===== config.mk =====
export PLATFORM = sky130hd
export DESIGN_NAME = dq_ctrl
export DESIGN_NICKNAME = d
export VERILOG_FILES = /design/src/rtl/core/dq_pkg.sv /design/src/rtl/core/dq_ctrl.sv
export VERILOG_INCLUDE_DIRS = /design/src /design/src/rtl/core
export SDC_FILE = /design/constraint.sdc
export NUM_CORES = 1
export LEC_CHECK = 0
export BUFFER_PORTS_ARGS = -buffer_cell sky130_fd_sc_hd__clkbuf_2
export CAP_MARGIN = 40
export CORE_AREA = 5 5 42 44
export DETAILED_ROUTE_END_ITERATION = 10
export DIE_AREA = 0 0 47 49
export GPL_TIMING_DRIVEN = 0
export SLEW_MARGIN = 20
export SYNTH_ARGS = -nofsm -noshare
export SYNTH_HDL_FRONTEND = slang
export SYNTH_SLANG_ARGS = --single-unit

===== constraint.sdc =====
create_clock -name clock -period 2.36 [get_ports clock]
set_input_delay 0 -clock clock [delete_from_list [all_inputs] [get_ports clock]]
set_output_delay 0 -clock clock [all_outputs]
set_load 0.02 [all_outputs]

===== src/rtl/core/assert_macros.svh =====
// assertion macros shared by the deque rtl
`ifndef ASSERT_MACROS_SVH
`define ASSERT_MACROS_SVH

`ifndef SYNTHESIS

`define ASSERT_IMPLIES(label, clk, rst, ante, cons) \
   label: assert property (@(posedge clk) disable iff (rst) (ante) |-> (cons)) \
      else $error("assertion failed");

`define ASSERT_NEXT(label, clk, rst, ante, cons) \
   label: assert property (@(posedge clk) disable iff (rst) (ante) |=> (cons)) \
      else $error("assertion failed");

`else

`define ASSERT_IMPLIES(label, clk, rst, ante, cons)

`define ASSERT_NEXT(label, clk, rst, ante, cons)

`endif

`endif


===== src/rtl/core/dq_pkg.sv =====
// types and constants for the double-ended queue
`timescale 1ns / 1ps
`default_nettype none

package dq_pkg;

   localparam int DEPTH_DEFAULT      = 1024;
   localparam int DATA_WIDTH_DEFAULT = 32;
   localparam int VALUE_WIDTH        = 32;
   localparam int OP_WIDTH           = 3;
   localparam int STATUS_WIDTH       = 2;

   localparam logic [VALUE_WIDTH-1:0] EMPTY_VALUE = '1;

   typedef enum logic [OP_WIDTH-1:0] {
      OP_PUSH_FRONT = 3'd0,
      OP_PUSH_BACK  = 3'd1,
      OP_POP_FRONT  = 3'd2,
      OP_POP_BACK   = 3'd3,
      OP_PEEK_FRONT = 3'd4,
      OP_PEEK_BACK  = 3'd5
   } op_type;

   typedef enum logic [STATUS_WIDTH-1:0] {
      ST_OK    = 2'd0,
      ST_EMPTY = 2'd1,
      ST_FULL  = 2'd2
   } status_type;

   typedef enum logic [1:0] {
      SEL_ZERO  = 2'd0,
      SEL_READ  = 2'd1,
      SEL_EMPTY = 2'd2
   } result_sel_type;

   typedef struct packed {
      logic           capture;
      logic           commit;
      logic           write_en;
      logic           read_en;
      logic           advance;
      result_sel_type sel;
      status_type     status;
   } dq_cmd_type;

   typedef struct packed {
      logic is_push;
      logic is_read;
      logic empty;
      logic full;
   } dq_stat_type;

endpackage

`default_nettype wire


===== src/rtl/core/dq_ctrl.sv =====
// controller state machine for the double-ended queue
`timescale 1ns / 1ps
`default_nettype none
`include "assert_macros.svh"

module dq_ctrl (
   input  wire logic               clock,
   input  wire logic               reset,
   input  wire logic               start,
   output logic                    busy,
   output logic                    rsp_strobe,
   input  wire dq_pkg::dq_stat_type stat,
   output dq_pkg::dq_cmd_type      cmd
);

   typedef enum logic [1:0] {
      S_IDLE,
      S_EXEC,
      S_RESP
   } state_type;

   state_type state_ff;
   state_type state_in;
   logic      busy_ff;
   logic      strobe_ff;
   logic      accept;

   assign accept     = start && !busy_ff;
   assign busy       = busy_ff;
   assign rsp_strobe = strobe_ff;

   always_comb begin
      state_in = state_ff;
      case (state_ff)
         S_IDLE: begin
            if (accept) begin
               state_in = S_EXEC;
            end
         end
         S_EXEC: begin
            state_in = S_RESP;
         end
         S_RESP: begin
            state_in = accept ? S_EXEC : S_IDLE;
         end
         default: begin
            state_in = S_IDLE;
         end
      endcase
   end

   always_comb begin
      cmd          = '0;
      cmd.sel      = dq_pkg::SEL_ZERO;
      cmd.status   = dq_pkg::ST_OK;
      cmd.capture  = accept;
      cmd.commit   = (state_ff == S_EXEC);
      if (state_ff == S_EXEC) begin
         if (stat.is_push) begin
            if (stat.full) begin
               cmd.status = dq_pkg::ST_FULL;
            end else begin
               cmd.write_en = 1'b1;
               cmd.advance  = 1'b1;
            end
         end else if (stat.is_read) begin
            if (stat.empty) begin
               cmd.status = dq_pkg::ST_EMPTY;
               cmd.sel    = dq_pkg::SEL_EMPTY;
            end else begin
               cmd.read_en = 1'b1;
               cmd.advance = 1'b1;
               cmd.sel     = dq_pkg::SEL_READ;
            end
         end
      end
   end

   always_ff @(posedge clock) begin
      if (reset) begin
         state_ff  <= S_IDLE;
         busy_ff   <= 1'b0;
         strobe_ff <= 1'b0;
      end else begin
         state_ff  <= state_in;
         busy_ff   <= (state_in == S_EXEC);
         strobe_ff <= (state_in == S_RESP);
      end
   end

   `ASSERT_IMPLIES(a_strobe_not_busy, clock, reset, strobe_ff, !busy_ff)
   `ASSERT_NEXT(a_accept_then_busy, clock, reset, start && !busy_ff, busy_ff)
   `ASSERT_NEXT(a_busy_then_strobe, clock, reset, busy_ff, strobe_ff && !busy_ff)

endmodule

`default_nettype wire


==> flow_metrics.py, run 1 <==
metrics = {
    "outcome": {
        "status": "completed",
    },
    "route": {
        "via_per_inst": 3.586,
        "ant_nets": 0,
        "drc": 0,
        "drtIter0Drc": 0,
        "finalWirelength_um": 481,
        "first_pass_iters": 1,
        "vias": 208,
        "wl_per_cell_um": 8.293,
    },
    "cts": {
        "post_cts_buffers": 0,
        "holdBufCountCts": 1,
        "cts-htree-levels": 1,
        "ctsResizeCount": 0,
        "cts_root_buf": "clkbuf_4",
        "clk_latency_ns": 0.23,
        "path_clk_slew_ns": 0.04,
        "numCtsBuffers": 3,
        "cts_tree": "done",
        "cts.sinks": 3,
        "clockBufferDepth": 2,
    },
    "timing": {
        "tightest_slew_ns": 0.1760,
        "fmax_mhz": 761.7,
        "drv_slew": 0,
        "hold_violations": 0,
        "fin_crit_ns": 1.313,
        "relSlewSlack_pct": 88.24,
        "rsz0062_at_grt": "false",
        "setup_ws_ns": 1.047,
        "fin_setup_tns_ns": 0,
        "period_share_pct": 55.63,
        "setup_viol": 0,
        "finalClockSkew_ns": 0.0006550,
        "holdWs_ns": 0.1602,
    },
    "critical_path": {
        "critPathTopFamily": "simple AND/OR/NAND/NOR gates",
        "cp-end-kind": "primary output",
        "worstSetupPathType": "reg -> out",
        "slowest_stage": "dfxtp_1",
        "startpoint_type": "register",
        "cp.required_ns": 2.36,
        "worst-path-max-fanout": 5,
        "critPathMaxStageDelay_ns": 0.30,
        "crit_chain": "nand2b_2 -> inv_1 -> and4b_2 -> buf_4 -> clkbuf_2",
        "path_buf_inv": 3,
        "worstPathArrival_ns": 1.31,
    },
    "synth": {
        "postSynthAreaPerCell_um2": 9.134,
        "synth_area_um2": 182.7,
        "ys_seq_elements": 3,
        "synthCells": 20,
        "synth_warnings": 0,
        "ys_types": 12,
        "synth_compound_area_share_pct": 4.795,
        "synth_fp_nets": 27,
        "muxShareOfSynthArea_pct": 0,
        "synth-simple-area-share_pct": 43.84,
        "synth-xor-area-share_pct": 0,
        "yosysSeqAreaShare_pct": 32.88,
        "synth_top_family_by_area": "simple AND/OR/NAND/NOR gates",
        "synth-adder-area-share_pct": 0,
    },
    "placement": {
        "port_buffers": 17,
        "place_area_um2": 287.8,
        "dp_cells": 53,
        "post-place-ws_ns": 1.277,
        "routabilityCongestion": 0.6822,
        "dp_hpwl_um": 417,
    },
    "global_route": {
        "use_met2_pct": 7.692,
        "grt_overflow": 0,
        "grt.total_usage_pct": 5.211,
        "grt_util_met1_pct": 4.615,
        "antenna_found_initial": 0,
        "gr-max-usage-layer": "met2",
        "grt_pass1_wl_um": 828,
        "grt_start_max_net_pins": 6,
        "met3_usage_pct": 2.583,
        "first_global_vias": 227,
    },
    "power_and_ir_drop": {
        "p_per_area_mw_per_mm2": 557.3,
        "max-vdd-ir-drop_mv": 0.08197,
        "power_leakage_nw": 0.1785,
    },
    "cells_and_area": {
        "fin_area_um2": 324.1,
        "layout_common_cells": "17 x clkbuf_2, 4 x buf_4, 3 x nor3b_1, 3 x dfxtp_1, 3 x clkbuf_4",
        "fin_cells": 58,
        "layout_commonest_cell": "clkbuf_2",
        "fin_nets": 50,
        "drive_gt1_share_pct": 66.67,
        "area_delta_synth_final_pct": 77.40,
        "diodes": 0,
    },
    "floorplan": {
        "die_area_mm2": 0.002303,
        "die_y_um": 49,
        "initial_core_util_pct": 13.04,
        "io_pins": 18,
        "row_count": 14,
        "coreArea_mm2": 0.001401,
        "die_width_um": 47,
    },
    "worst_hold_path": {
        "min_path_type": "in -> reg",
    },
    "run": {
        "maxCapViolCount": 0,
    },
}
-- stage by stage --
step / total power, mW / util [%]
after floorplan: 0.07772 / -
after global placement: 0.09087 / 20.54
after detailed placement: 0.09144 / 20.54
after CTS: 0.1875 / 23.13
after global routing: 0.1935 / 23.13
final: 0.1806 / 23.13
-- layer usage --
metal	part of all wire [%]	vias to the layer above
met5	0	-
met4	0	0
met3	19	0
met2	47	13
met1	35	89
li1	-	106
-- where the power goes --
group	total, mW	switching [mW]	internal, mW	leakage [nW]
Clock	0.0893	0.0260	0.0633	0.0150
Combinational	0.0357	0.0186	0.0171	0.139
Sequential	0.0556	0.00172	0.0539	0.0247
Total	0.181	0.0463	0.134	0.178
-- cells by family (layout without fill, tap and decap cells) --
logic type	after synthesis	after routing
buffers and inverters	5	27
and+or+nand+nor	11	11
DFF	3	3
AOI/OAI and AO/OA	1	1
-- cell usage after synthesis --
cell type	number	area (um2)
nor2b_1	1	6.260
or2b_1	1	7.510
and3_2	1	7.510
nor3b_1	3	22.52
dfxtp_1	3	60.06
buf_4	4	30.03
a21oi_2	1	8.760
and4b_2	1	11.26
inv_1	1	3.750
or3b_1	1	8.760
nand2b_2	1	8.760
nor2_1	2	7.510
-- path summary, 6_finish.rpt --
check	from	end	slack (ns)	depth (start not counted)
min	start	state_ff[0]	0.16	3
min reg2reg	state_ff[0]	state_ff[0]	0.46	1
max	state_ff[1]	cmd[3]	1.05	5
max reg2reg	busy	busy	1.61	2
-- worst min-delay path: cells and delay by family --
| kind | cells | cell delay (ns) |
|---|---|---|
| AND/OR/NAND/NOR | 2 | 0.27 |
| buffers and inverters | 1 | 0.08 |
-- area by class of cell --
type,instances,area [um2]
inverters,1,3.754
flip-flops and latches,3,60.06
well taps,16,20.02
multi-input cells,12,88.84
plain buffers,4,30.03
repair buffers,18,95.09
clock buffers,4,26.28
fillers,173,1077
-- state kept, by name, summed over array words and instances, names as in the netlist --
register and count:
state_ff 2, busy 1
Power figures use the tool's default switching activity.
==> inputs of run 2 (changes only) <==
--- a/config.mk
+++ b/config.mk
@@ -6,6 +6,7 @@
 export SDC_FILE = /design/constraint.sdc
 export NUM_CORES = 1
 export LEC_CHECK = 0
+export ABC_AREA = 1
 export BUFFER_PORTS_ARGS = -buffer_cell sky130_fd_sc_hd__clkbuf_2
 export CAP_MARGIN = 40
 export CORE_AREA = 5 5 42 44
==> constraint.sdc (replaced) <==
create_clock -name clock -period 1.3 [get_ports clock]
set_input_delay 0 -clock clock [delete_from_list [all_inputs] [get_ports clock]]
set_output_delay 0 -clock clock [all_outputs]
set_load 0.02 [all_outputs]
==> run 2 against run 1 <==
  * Non-clock buffer count is the same
  * Flip-flop and latch count is the same
  * Routed wire length shrank 0.21%
  * Synthesized area grew 8.9%
  * Sequential power grew 85%
  * First-iteration DRC count grew 4
  * Synthesized cell count grew 50%
  * Via count grew 9.6%
  * Largest cell class unchanged
==> flow_metrics.py, run 2 <==
metrics = {
    "outcome": {
        "status": "completed",
    },
    "run": {
        "maxCapViolCount": 0,
    },
    "cts": {
        "cts_root_buf": "clkbuf_4",
        "cts.sinks": 3,
        "clk_latency_ns": 0.23,
        "post_cts_buffers": 0,
        "cts_tree": "done",
        "cts-htree-levels": 1,
        "clockBufferDepth": 2,
        "numCtsBuffers": 3,
        "path_clk_slew_ns": 0.03,
    },
    "synth": {
        "synth_common_cells": "8 x inv_1, 5 x nand2_1, 4 x buf_4, 4 x nor2_1, 3 x dfxtp_1",
        "yosysSeqAreaShare_pct": 30.19,
        "yosysTopAreaCell": "dfxtp_1",
        "synth-edff-count": 0,
        "postSynthAreaPerCell_um2": 6.631,
        "async_reset_ff_share_pct": 0,
        "synthCells": 30,
        "synth_warnings": 0,
        "ys_types": 9,
        "ys_seq_elements": 3,
        "synth_area_um2": 198.9,
        "synth_top_area_share_pct": 30.19,
        "ys_top_cells_by_area": "dfxtp_1 30%, buf_4 15%, inv_1 15%",
        "synth.most_common_cell": "inv_1",
        "synth_fp_nets": 37,
        "synth_ff_type": "dfxtp_1",
    },
    "worst_hold_path": {
        "min_path_type": "in -> reg",
    },
    "critical_path": {
        "cp.required_ns": 1.30,
        "cp-end-kind": "primary output",
        "slowest_stage": "dfxtp_2",
        "critPathMaxStageDelay_ns": 0.34,
        "rrSetupSlack_ns": 0.65,
        "worstPathArrival_ns": 1.16,
        "startpoint_type": "register",
        "crit_chain": "inv_2 -> nor2_4 -> nand2_1 -> nor2_2 -> buf_4 -> clkbuf_2",
        "worst-path-max-fanout": 4,
        "worstSetupPathType": "reg -> out",
    },
    "power_and_ir_drop": {
        "p_per_area_mw_per_mm2": 956.1,
        "max-vdd-ir-drop_mv": 0.4130,
        "power_leakage_nw": 0.2173,
    },
    "timing": {
        "relSlewSlack_pct": 89.07,
        "tightest_slew_ns": 0.1634,
        "finalClockSkew_ns": 0.002653,
        "hold_violations": 0,
        "rsz0062_at_grt": "false",
        "setup_viol": 0,
        "holdWs_ns": 0.03630,
        "fmax_mhz": 861.1,
        "fin_crit_ns": 1.161,
        "drv_slew": 0,
        "period_share_pct": 89.34,
        "fin_setup_tns_ns": 0,
    },
    "floorplan": {
        "initial_core_util_pct": 14.20,
        "row_count": 14,
        "die_area_mm2": 0.002303,
        "die_width_um": 47,
        "die_y_um": 49,
        "coreArea_mm2": 0.001401,
        "io_pins": 18,
    },
    "cells_and_area": {
        "multi_input_area_um2": 77.57,
        "fillers": 160,
        "layout_common_cells": "17 x clkbuf_2, 8 x inv_1, 5 x nand2_1, 4 x buf_4",
        "drive_gt1_share_pct": 57.69,
        "seqCellArea_um2": 61.31,
        "layout_commonest_cell": "clkbuf_2",
        "area_delta_synth_final_pct": 72.96,
        "largest_register": "state_ff",
        "fin_cells": 68,
        "largest_reg_flops": 2,
        "fin_nets": 60,
        "diodes": 0,
    },
    "global_route": {
        "grt_overflow": 0,
        "first_global_vias": 236,
        "grt_pass1_wl_um": 821,
        "grt_start_max_net_pins": 5,
        "antenna_found_initial": 0,
        "grt.total_usage_pct": 4.926,
    },
    "placement": {
        "port_buffers": 17,
        "dp_cells": 63,
        "dp_hpwl_um": 448.5,
        "routabilityCongestion": 0.6023,
    },
    "route": {
        "wl_per_cell_um": 7.059,
        "drtIter0Drc": 4,
        "ant_nets": 0,
        "vias": 228,
        "finalWirelength_um": 480,
        "drc": 0,
        "first_pass_iters": 2,
        "via_per_inst": 3.353,
    },
}
-- run 2: changes by cell type after synthesis, sizes merged --
cell / previous run / this run
a21oi: 1 / 0
and3: 1 / 0
or3b: 1 / 0
nor3: 0 / 2
inv: 1 / 9
nor2b: 1 / 0
nor3b: 3 / 0
nand2: 0 / 5
nand2b: 1 / 0
nor2: 2 / 5
nand3: 0 / 2
or2b: 1 / 0
and4b: 1 / 0
-- run 2: path summary, 6_finish.rpt --
check | from | end | depth (start not counted)
hold / removal | start | state_ff[0] | 3
hold reg to reg | state_ff[0] | state_ff[0] | 1
setup / recovery | state_ff[0] | cmd[3] | 6
setup reg to reg | state_ff[1] | state_ff[1] | 3
-- run 2: final cells by class --
type / count / share of cell area, %
timing repair buffer: 18 / 27.64
multi-input combinational: 14 / 22.55
sequential: 3 / 17.82
inverter: 9 / 9.818
buffer: 4 / 8.727
clock buffer: 4 / 7.636
tap: 16 / 5.818
-- run 2: worst max-delay path: cells and delay by family (launching register included) --
| family | cells | cell delay [ns] |
|---|---|---|
| simple gates | 3 | 0.29 |
| buf+inv | 3 | 0.31 |
| flops | 1 | 0.34 |
-- run 2: repair_timing --
action | in CTS | in global routing
endpoints found under the setup margin | 0 | 1
endpoints found under the hold margin | 3 | 0
resized for setup | 0 | 2
hold buffers | 1 | 0
-- run 2: logic make-up after synthesis --
logic type	after synthesis	synth area share (%)
and+or+nand+nor	14	37.73
DFF	3	30.19
buffers and inverters	13	32.07
-- run 2: metrics by stage --
stage | instance area [um2] | utilization, % | power, mW | worst slack (ns)
finish | 344.1 | 24.55 | 0.3290 | 0.1386
global route | 344.1 | 24.55 | 0.3520 | 0.02927
CTS | 340.3 | 24.29 | 0.3387 | 0.04388
detailed placement | 304.0 | 21.70 | 0.1708 | 0.2925
global placement | 304.0 | 21.70 | 0.1693 | 0.3059
floorplan | 198.9 | - | 0.1453 | 0.1527
-- run 2: layer usage --
layer  vias up  routed length [um]  GRT usage, %
met5         -                   0             0
met4         0                   0         1.382
met3         0                 103         4.428
met2        15                 206         7.919
met1        88                 170         4.386
li1        125                   -             -
-- run 2: where the power goes --
group	internal [mW]	switching, mW	leakage [nW]
registers	0.0983	0.00470	0.0250
logic	0.0292	0.0389	0.177
clock network	0.115	0.0432	0.0150
